## src/hdl/bwtf_pkg.sv

```systemverilog
// ----------------------------------------------------------------------------
// bwtf_pkg
// shared widths, status codes and controller/datapath command types
// ----------------------------------------------------------------------------
package bwtf_pkg;

    localparam int unsigned BLOCK_BYTES_DEF = 1024;

    localparam logic [1:0] ACT_APPEND = 2'd0;
    localparam logic [1:0] ACT_CLOSE  = 2'd1;
    localparam logic [1:0] ACT_FETCH  = 2'd2;

    localparam logic [1:0] ST_SYMBOL  = 2'd0;
    localparam logic [1:0] ST_CLOSED  = 2'd1;
    localparam logic [1:0] ST_DROPPED = 2'd2;
    localparam logic [1:0] ST_EMPTY   = 2'd3;

    localparam int unsigned LEN_W = 11;

    // controller to datapath commands
    typedef struct packed {
        logic append;      // write in_byte at count
        logic new_block;   // clear count and dropped before append
        logic init_wr;     // write order[k] = k
        logic cmp_load;    // start compare of rotations a and b
        logic cmp_step;    // compare in progress; the datapath steps on its own
        logic out_wr;      // write merged entry to output bank
        logic out_sel_q;   // merged entry comes from q
        logic bank_flip;   // swap banks after a pass
        logic fetch_rd;    // issue read of order[fetch pointer]
        logic sym_rd;      // issue text read for fetched start
    } t_cmd;

    // datapath to controller status
    typedef struct packed {
        logic cmp_done;
        logic cmp_less;    // rotation q sorts below rotation p
    } t_sts;

endpackage

```

## src/hdl/bwtf_ctrl.sv

```systemverilog
// ----------------------------------------------------------------------------
// bwtf_ctrl
// sequencer: item decode, bottom-up merge sort passes, fetch and result
// ----------------------------------------------------------------------------
module bwtf_ctrl #(
    parameter int unsigned BLOCK_BYTES = bwtf_pkg::BLOCK_BYTES_DEF,
    parameter int unsigned IW = $clog2(BLOCK_BYTES + 2)
) (
    input  logic             i_clk,
    input  logic             i_rst_n,
    input  logic             i_valid,
    output logic             o_ready,
    input  logic [1:0]       i_action,
    output logic             o_valid,
    input  logic             i_out_ready,
    output logic [7:0]       o_out_byte,
    output logic             o_is_marker,
    output logic             o_is_final,
    output logic [1:0]       o_status,
    output logic [10:0]      o_block_length,
    output bwtf_pkg::t_cmd   o_cmd,
    output logic [IW-1:0]    o_idx_a,
    output logic [IW-1:0]    o_idx_b,
    output logic [IW-1:0]    o_idx_w,
    input  bwtf_pkg::t_sts   i_sts,
    input  logic [IW-1:0]    i_count,
    input  logic             i_dropped,
    input  logic [IW-1:0]    i_start,
    input  logic [7:0]       i_sym
);
    typedef enum logic [3:0] {
        S_IDLE, S_INIT, S_PASS, S_MRD, S_MWT, S_MCMP, S_MWR, S_FRD, S_FWT, S_FSYM, S_FOUT
    } t_state;

    t_state        r_state;
    logic          r_sorted;
    logic [IW-1:0] r_fptr, r_total, r_k, r_w, r_lo, r_mid, r_hi, r_p, r_q;
    logic          r_ovalid;
    logic [7:0]    r_obyte;
    logic          r_omark, r_ofin;
    logic [1:0]    r_ostat;
    logic [10:0]   r_olen;
    logic          r_selq, r_mark;
    logic          w_oset;
    logic          w_fetch_ph;

    wire w_take = i_valid && o_ready;
    wire w_out_free = !r_ovalid || i_out_ready;
    assign o_ready = (r_state == S_IDLE) && w_out_free;

    // a result is loaded: empty fetch, end of sort, or fetched symbol
    assign w_oset = ((r_state == S_IDLE) && w_take && (i_action == bwtf_pkg::ACT_FETCH)
                     && (!r_sorted || r_fptr >= i_count + IW'(1)))
                    || ((r_state == S_PASS) && (r_w >= r_total))
                    || (r_state == S_FOUT);

    // order read stays on the fetch pointer until the symbol is read
    assign w_fetch_ph = (r_state == S_FRD) || (r_state == S_FWT) || (r_state == S_FSYM);

    always_ff @(posedge i_clk) begin
        if (!i_rst_n) begin
            r_ovalid <= 1'b0;
        end else if (w_oset) begin
            r_ovalid <= 1'b1;
        end else if (i_out_ready) begin
            r_ovalid <= 1'b0;
        end
    end

    always_ff @(posedge i_clk) begin
        if (!i_rst_n) begin
            r_state  <= S_IDLE;
            r_sorted <= 1'b0;
            r_fptr   <= '0;
        end else begin
            unique case (r_state)
                S_IDLE: begin
                    if (w_take) begin
                        if (i_action == bwtf_pkg::ACT_APPEND) begin
                            if (r_sorted) begin
                                r_sorted <= 1'b0;
                                r_fptr   <= '0;
                            end
                        end else if (i_action == bwtf_pkg::ACT_CLOSE) begin
                            r_total <= i_count + IW'(1);
                            r_k     <= '0;
                            r_state <= S_INIT;
                        end else if (i_action == bwtf_pkg::ACT_FETCH) begin
                            if (!r_sorted || r_fptr >= i_count + IW'(1)) begin
                                r_obyte <= '0; r_omark <= 1'b0; r_ofin <= 1'b0;
                                r_ostat <= bwtf_pkg::ST_EMPTY; r_olen <= '0;
                            end else begin
                                r_state <= S_FRD;
                            end
                        end
                    end
                end
                S_INIT: begin
                    if (r_k == r_total - IW'(1)) begin
                        r_w <= IW'(1);
                        r_state <= S_PASS;
                    end
                    r_k <= r_k + IW'(1);
                end
                S_PASS: begin
                    // start of a pass (r_lo = 0), or end of the sort once the width covers the block
                    if (r_w >= r_total) begin
                        r_sorted <= 1'b1;
                        r_fptr   <= '0;
                        r_obyte <= '0; r_omark <= 1'b0; r_ofin <= 1'b0;
                        r_ostat <= i_dropped ? bwtf_pkg::ST_DROPPED : bwtf_pkg::ST_CLOSED;
                        r_olen  <= 11'(r_total);
                        r_state <= S_IDLE;
                    end else begin
                        r_lo <= '0; r_k <= '0; r_p <= '0;
                        r_mid <= (r_w > r_total) ? r_total : r_w;
                        r_q   <= (r_w > r_total) ? r_total : r_w;
                        r_hi  <= ({1'b0, r_w, 1'b0} > {2'b0, r_total}) ? r_total
                                 : IW'({r_w, 1'b0});
                        r_state <= S_MRD;
                    end
                end
                S_MRD: begin
                    if (r_lo >= r_total) begin
                        // width doubles, saturating at all ones when the doubling would overflow
                        r_w <= r_w[IW-1] ? '1 : {r_w[IW-2:0], 1'b0};
                        r_state <= S_PASS;
                    end else if (r_p < r_mid && r_q < r_hi) begin
                        r_state <= S_MWT;
                    end else if (r_p < r_mid || r_q < r_hi) begin
                        r_selq  <= !(r_p < r_mid);
                        r_state <= S_MWT;
                    end else begin
                        // next window
                        r_lo  <= r_hi;
                        r_p   <= r_hi;
                        r_mid <= (({1'b0, r_hi} + {1'b0, r_w}) > {1'b0, r_total})
                                 ? r_total : IW'(r_hi + r_w);
                        r_q   <= (({1'b0, r_hi} + {1'b0, r_w}) > {1'b0, r_total})
                                 ? r_total : IW'(r_hi + r_w);
                        r_hi  <= (({1'b0, r_hi} + {r_w, 1'b0}) > {1'b0, r_total})
                                 ? r_total : IW'(r_hi + {r_w[IW-2:0], 1'b0});
                    end
                end
                S_MWT: begin
                    // read data now registered
                    r_state <= (r_p < r_mid && r_q < r_hi) ? S_MCMP : S_MWR;
                end
                S_MCMP: begin
                    if (i_sts.cmp_done) begin
                        r_selq  <= i_sts.cmp_less;
                        r_state <= S_MWR;
                    end
                end
                S_MWR: begin
                    if (r_selq) r_q <= r_q + IW'(1);
                    else        r_p <= r_p + IW'(1);
                    r_k <= r_k + IW'(1);
                    r_state <= S_MRD;
                end
                S_FRD: r_state <= S_FWT;
                S_FWT: begin
                    r_mark  <= (i_start == '0) || (i_start > i_count);
                    r_state <= S_FSYM;
                end
                S_FSYM: r_state <= S_FOUT;
                S_FOUT: begin
                    r_obyte  <= r_mark ? 8'd0 : i_sym;
                    r_omark  <= r_mark;
                    r_ofin   <= (r_fptr + IW'(1)) == (i_count + IW'(1));
                    r_ostat  <= bwtf_pkg::ST_SYMBOL;
                    r_olen   <= '0;
                    r_fptr   <= r_fptr + IW'(1);
                    r_state  <= S_IDLE;
                end
                default: r_state <= S_IDLE;
            endcase
        end
    end

    // datapath commands
    always_comb begin
        o_cmd = '0;
        o_cmd.append    = w_take && (i_action == bwtf_pkg::ACT_APPEND);
        o_cmd.new_block = r_sorted;
        o_cmd.init_wr   = (r_state == S_INIT);
        o_cmd.cmp_load  = (r_state == S_MWT) && (r_p < r_mid) && (r_q < r_hi);
        o_cmd.out_wr    = (r_state == S_MWR);
        o_cmd.out_sel_q = r_selq;
        o_cmd.bank_flip = (r_state == S_MRD) && (r_lo >= r_total);
        o_cmd.sym_rd    = (r_state == S_FWT) || (r_state == S_FSYM);
        o_cmd.fetch_rd  = (r_state == S_FRD);
        o_cmd.cmp_step  = (r_state == S_MCMP);
        o_idx_a = w_fetch_ph ? r_fptr : r_p;
        o_idx_b = r_q;
        o_idx_w = r_k;
    end

    assign o_valid        = r_ovalid;
    assign o_out_byte     = r_obyte;
    assign o_is_marker    = r_omark;
    assign o_is_final     = r_ofin;
    assign o_status       = r_ostat;
    assign o_block_length = r_olen;
endmodule

```

## config.mk

```make
export PLATFORM = sky130hd
export DESIGN_NAME = bwtf_ctrl
export DESIGN_NICKNAME = d
export VERILOG_FILES = /design/src/hdl/bwtf_pkg.sv /design/src/hdl/bwtf_ctrl.sv
export SDC_FILE = /design/constraint.sdc
export NUM_CORES = 1
export LEC_CHECK = 0
export CAP_MARGIN = 20
export CORE_UTILIZATION = 40
export CTS_BUF_LIST = sky130_fd_sc_hd__clkbuf_4 sky130_fd_sc_hd__clkbuf_8
export CTS_CLUSTER_SIZE = 30
export DETAILED_ROUTE_END_ITERATION = 6
export DONT_BUFFER_PORTS = 1
export SETUP_SLACK_MARGIN = 0.5
export SYNTH_ARGS = -nofsm -noshare
export SYNTH_HDL_FRONTEND = slang
export SYNTH_SLANG_ARGS = --single-unit
```

## constraint.sdc

```tcl
create_clock -name i_clk -period 16.6 [get_ports i_clk]
set_input_delay 0.83 -clock i_clk [delete_from_list [all_inputs] [get_ports i_clk]]
set_output_delay 0.83 -clock i_clk [all_outputs]
set_load 0.02 [all_outputs]
```

==> out/summary.md <==
The most instantiated library cell after synthesis was sky130_fd_sc_hd__ha_1. In this run the tightest slew margin relative to its limit is 31.0%. The synthesized design devotes to its leading area cell type 32.7% of total area. The first global-routing pass estimated 47,900 µm of wire. The share of the yosys chip area belonging to registers was 35.9%; the number of CTS-inserted buffers was 17. The logs give 460 ps for the clock latency reported for the late side of the worst-skew pair and 0 for the final antenna diode count.

The logs give 0.207 GHz for the maximum clock frequency and 8,559 for the via total after detailed routing. Class of the tightest hold or removal check: in -> reg. The hold path depth came out at 1.

The worst hold path begins at i_rst_n. The core region is 25,300 µm². The x dimension of the die was 163 µm. The number of distinct standard cells referenced by the synthesized netlist is 73. The number of nets in the layout came out at 1,248.

The tools report the max-slew violation count as 0. The initial utilization of the core area, before any placement, comes to 41.0%. The completed layout was analyzed and its total power is 1.16 mW. After the first detailed-routing iteration, the DRC count stood at 897. The largest single stage delay on the critical path is 600 ps.

The pin slew with the least headroom to its limit was 1030 ps. The tools report the via count of the first global-routing pass as 8,254. In this run the core area contains 58 standard-cell rows.

The areal power density over the cells came out at 105 nW/µm². The internal portion of the total power is 682 µW. Clock-pin slew was measured on the worst setup and hold paths at 90 ps.

The critical path is of the reg -> reg type. The switching share of power is 41.3%, and the overall overflow remaining after global route is 0. Hold is met by 492 ps. Commonest register cell after synthesis: sky130_fd_sc_hd__edfxtp_1. In this run the register-to-register setup slack is 11,770 ps. The final worst clock skew was 14.8 ps; the post-cts resize count was 0.

In this run the worst path has a maximum fanout of 20. Cell type with the highest aggregate area in the netlist: sky130_fd_sc_hd__edfxtp_1. The final-report hold violation count was 0. Slowest library cell on the worst path: sky130_fd_sc_hd__edfxtp_1. The floorplan die height works out to 163 µm. H-tree depth reported by CTS: 4.

The run finished with clean final reports. The path with the worst hold slack has its endpoint at r_state[3]. The critical path goes through ha_1 > fa_1 > a21oi_1 > o2111ai_1 > a31o_2 > a21oi_1 > xnor2_1 > ha_1 > nand4_1 > or3_1 > a221o_1 > a21oi_2 > o21ai_1 > buf_4 > o21a_1 > a221o_1.

The logs give 31,400 µm for the overall routed net length and 24.0% for the global-route usage over all layers. The synthesized design contains 130 register bits. The die covers 26,600 µm².

After synthesis, the most frequently instantiated cells are 123 x sky130_fd_sc_hd__ha_1, 113 x sky130_fd_sc_hd__edfxtp_1, 113 x sky130_fd_sc_hd__nor2_1. The tools report the type of element capturing the critical path as a flip-flop. The post-synthesis net count was 1,265. Combinational logic is responsible for 33.1% of the overall power.

Counting the fill cells in the layout gives 2,451. The worst register-to-register path has a depth of 16. For the required arrival time at the worst endpoint, the log shows 16,820 ps.

Setup repair after global routing left no endpoint under its margin. The run gives 1,101 as the count of mapped cells out of synthesis. Buffers added to address setup during post-CTS repair amount to 0. For this design the static power due to leakage is 4.29 nW. The via density per instance is 6.00. The highest ir drop seen on vdd came out at 0.0569 mV. The worst setup path is launched from a flip-flop. The minimum clock period is 4830 ps. The detailed placement HPWL is 23,200 µm.

The clock network accounts for 23.8% of the total power. The number of input and output port buffers inserted came out at 0. The endpoint of the worst-slack reg-to-reg timing path was r_mid[6]. The number of buffers inserted by hold repair at cts was 0. TritonCTS built the clock tree.

The Yosys step of the flow raised 0 warnings. Entering global routing, the biggest net connects 58 pins. The boundary pin count is 107. By area the synthesized netlist is led by sky130_fd_sc_hd__edfxtp_1 33%, sky130_fd_sc_hd__ha_1 15%, sky130_fd_sc_hd__nor2_1 4.1%. The tools report the total negative slack for setup checks as 0 ps. The run gives 0 as the final setup violation count. The number of enable flip-flop cells after synthesis is 113. The remaining number of nets flagged by the antenna check after routing was 0. In the routed design, unresolved DRC markers number 0. Data on the critical path arrives at its endpoint at 5050 ps. Critical register-to-register path startpoint: r_w[0]. The max-cap violation count was 0; the fraction of layout cells with a size suffix above 1 was 7.02%. The switching power of the nets is 479 µW, and the final period utilization is 29.1%.

CTS placed an instance of sky130_fd_sc_hd__clkbuf_8 at the clock tree root. The run gives 6 as the number of detailed-routing iterations run before antenna repair. In this design, the largest share of critical-path delay is due to compound AO/OA/AOI/OAI gates. Number of buffers and inverters on the critical path: 1. The run gives 0.970 as the placer's final routability congestion estimate.

Of all flip-flops after synthesis, the portion carrying an async set or reset was 0%. The power share of the sequential group was 43.1%. Averaged over all synthesized cells, the footprint is 9.43 µm². The number of antenna violations at the first check in global routing came out at 0. After detailed routing, the average wire length per cell comes to 22.0 µm. The clock passes through at most 2 buffers. In this run the cell area of the synthesized design comes to 10,400 µm².

The count of clock tree sinks came out at 130. Relative to the synthesized area, the layout overhead comes to 6.54%.
[logic make-up after synthesis]
kind of cell    Yosys count  synth area share [%]
flops                   130                  35.9
compound gates          237                  15.9
buf+inv                 129                  5.08
simple gates            375                  18.4
fa+ha+maj               125                  15.2
mux                      32                  3.20
xor+xnor                 73                  6.23
[registers in the layout, indices dropped and copies added (netlist names), 4 cells and up]
signal	cells
r_lo	11
r_total	11
r_w	11
r_hi	11
o_idx_b	11
o_out_byte	8
r_mid	11
r_p	11
o_idx_w	11
r_state	4
r_fptr	11
o_block_length	11
[stage by stage]
step	utilization [%]	instances	setup slack (ps)	area, µm²
floorplan	-	1101	10870	10400
global route	43.7	1427	11530	11100
finish	43.7	1427	11770	11100
detailed placement	42.2	1395	11860	10700
global placement	42.2	1395	11940	10700
CTS	43.7	1427	11850	11100
[power by group through the flow]
stage	Clock [mW]	Combinational, mW	Sequential [mW]
4_1_cts	0.278	0.381	0.500
5_1_grt	0.291	0.427	0.506
2_1_floorplan	0	0.304	0.473
3_5_place_dp	0	0.378	0.507
6_report	0.276	0.384	0.500
3_3_place_gp	0	0.373	0.506
[routing by layer]
| metal | vias to the layer above | GRT usage (%) | wire, µm |
|---|---|---|---|
| li1 | 4075 | - | - |
| met1 | 4090 | 32.4 | 13700 |
| met2 | 341 | 37.5 | 14200 |
| met3 | 53 | 4.80 | 2570 |
| met4 | 0 | 8.96 | 872 |
| met5 | - | 0 | 0 |
[cell type report]
cell class	instances	area, µm²	area share, %
Multi-Input combinational cell	842	6140	55.5
Sequential cell	130	3730	33.7
Inverter	82	308	2.78
Clock inverter	15	153	1.38
Tap cell	330	413	3.73
Clock buffer	17	234	2.11
Timing Repair Buffer	11	82.6	0.746
[cells in the final DEF, fill, tap and decap left out, types with 22 or more instances in the layout]
| master | count |
|---|---|
| sky130_fd_sc_hd__nand4_1 | 22 |
| sky130_fd_sc_hd__nand2_1 | 51 |
| sky130_fd_sc_hd__mux2i_1 | 22 |
| sky130_fd_sc_hd__nor2_1 | 113 |
| sky130_fd_sc_hd__edfxtp_1 | 113 |
| sky130_fd_sc_hd__ha_1 | 123 |
| sky130_fd_sc_hd__nand3_1 | 38 |
| sky130_fd_sc_hd__a21oi_1 | 63 |
| sky130_fd_sc_hd__xor2_1 | 25 |
| sky130_fd_sc_hd__xnor2_1 | 47 |
| sky130_fd_sc_hd__and2_1 | 22 |
| sky130_fd_sc_hd__o21ai_0 | 29 |
| sky130_fd_sc_hd__nor3_1 | 24 |
| sky130_fd_sc_hd__inv_1 | 81 |
[worst max path at each step]
stage,start,slack [ps],endpoint,cells past startpoint
floorplan,r_total[4],10870,r_hi[0],10
global placement,r_w[0],11940,r_mid[6],16
detailed placement,r_w[0],11860,r_mid[6],16
CTS,r_w[0],11850,r_mid[6],16
global route,r_w[0],11530,r_mid[6],16
finish,r_w[0],11770,r_mid[6],16
Note: power is estimated with default switching activity, not from simulation.
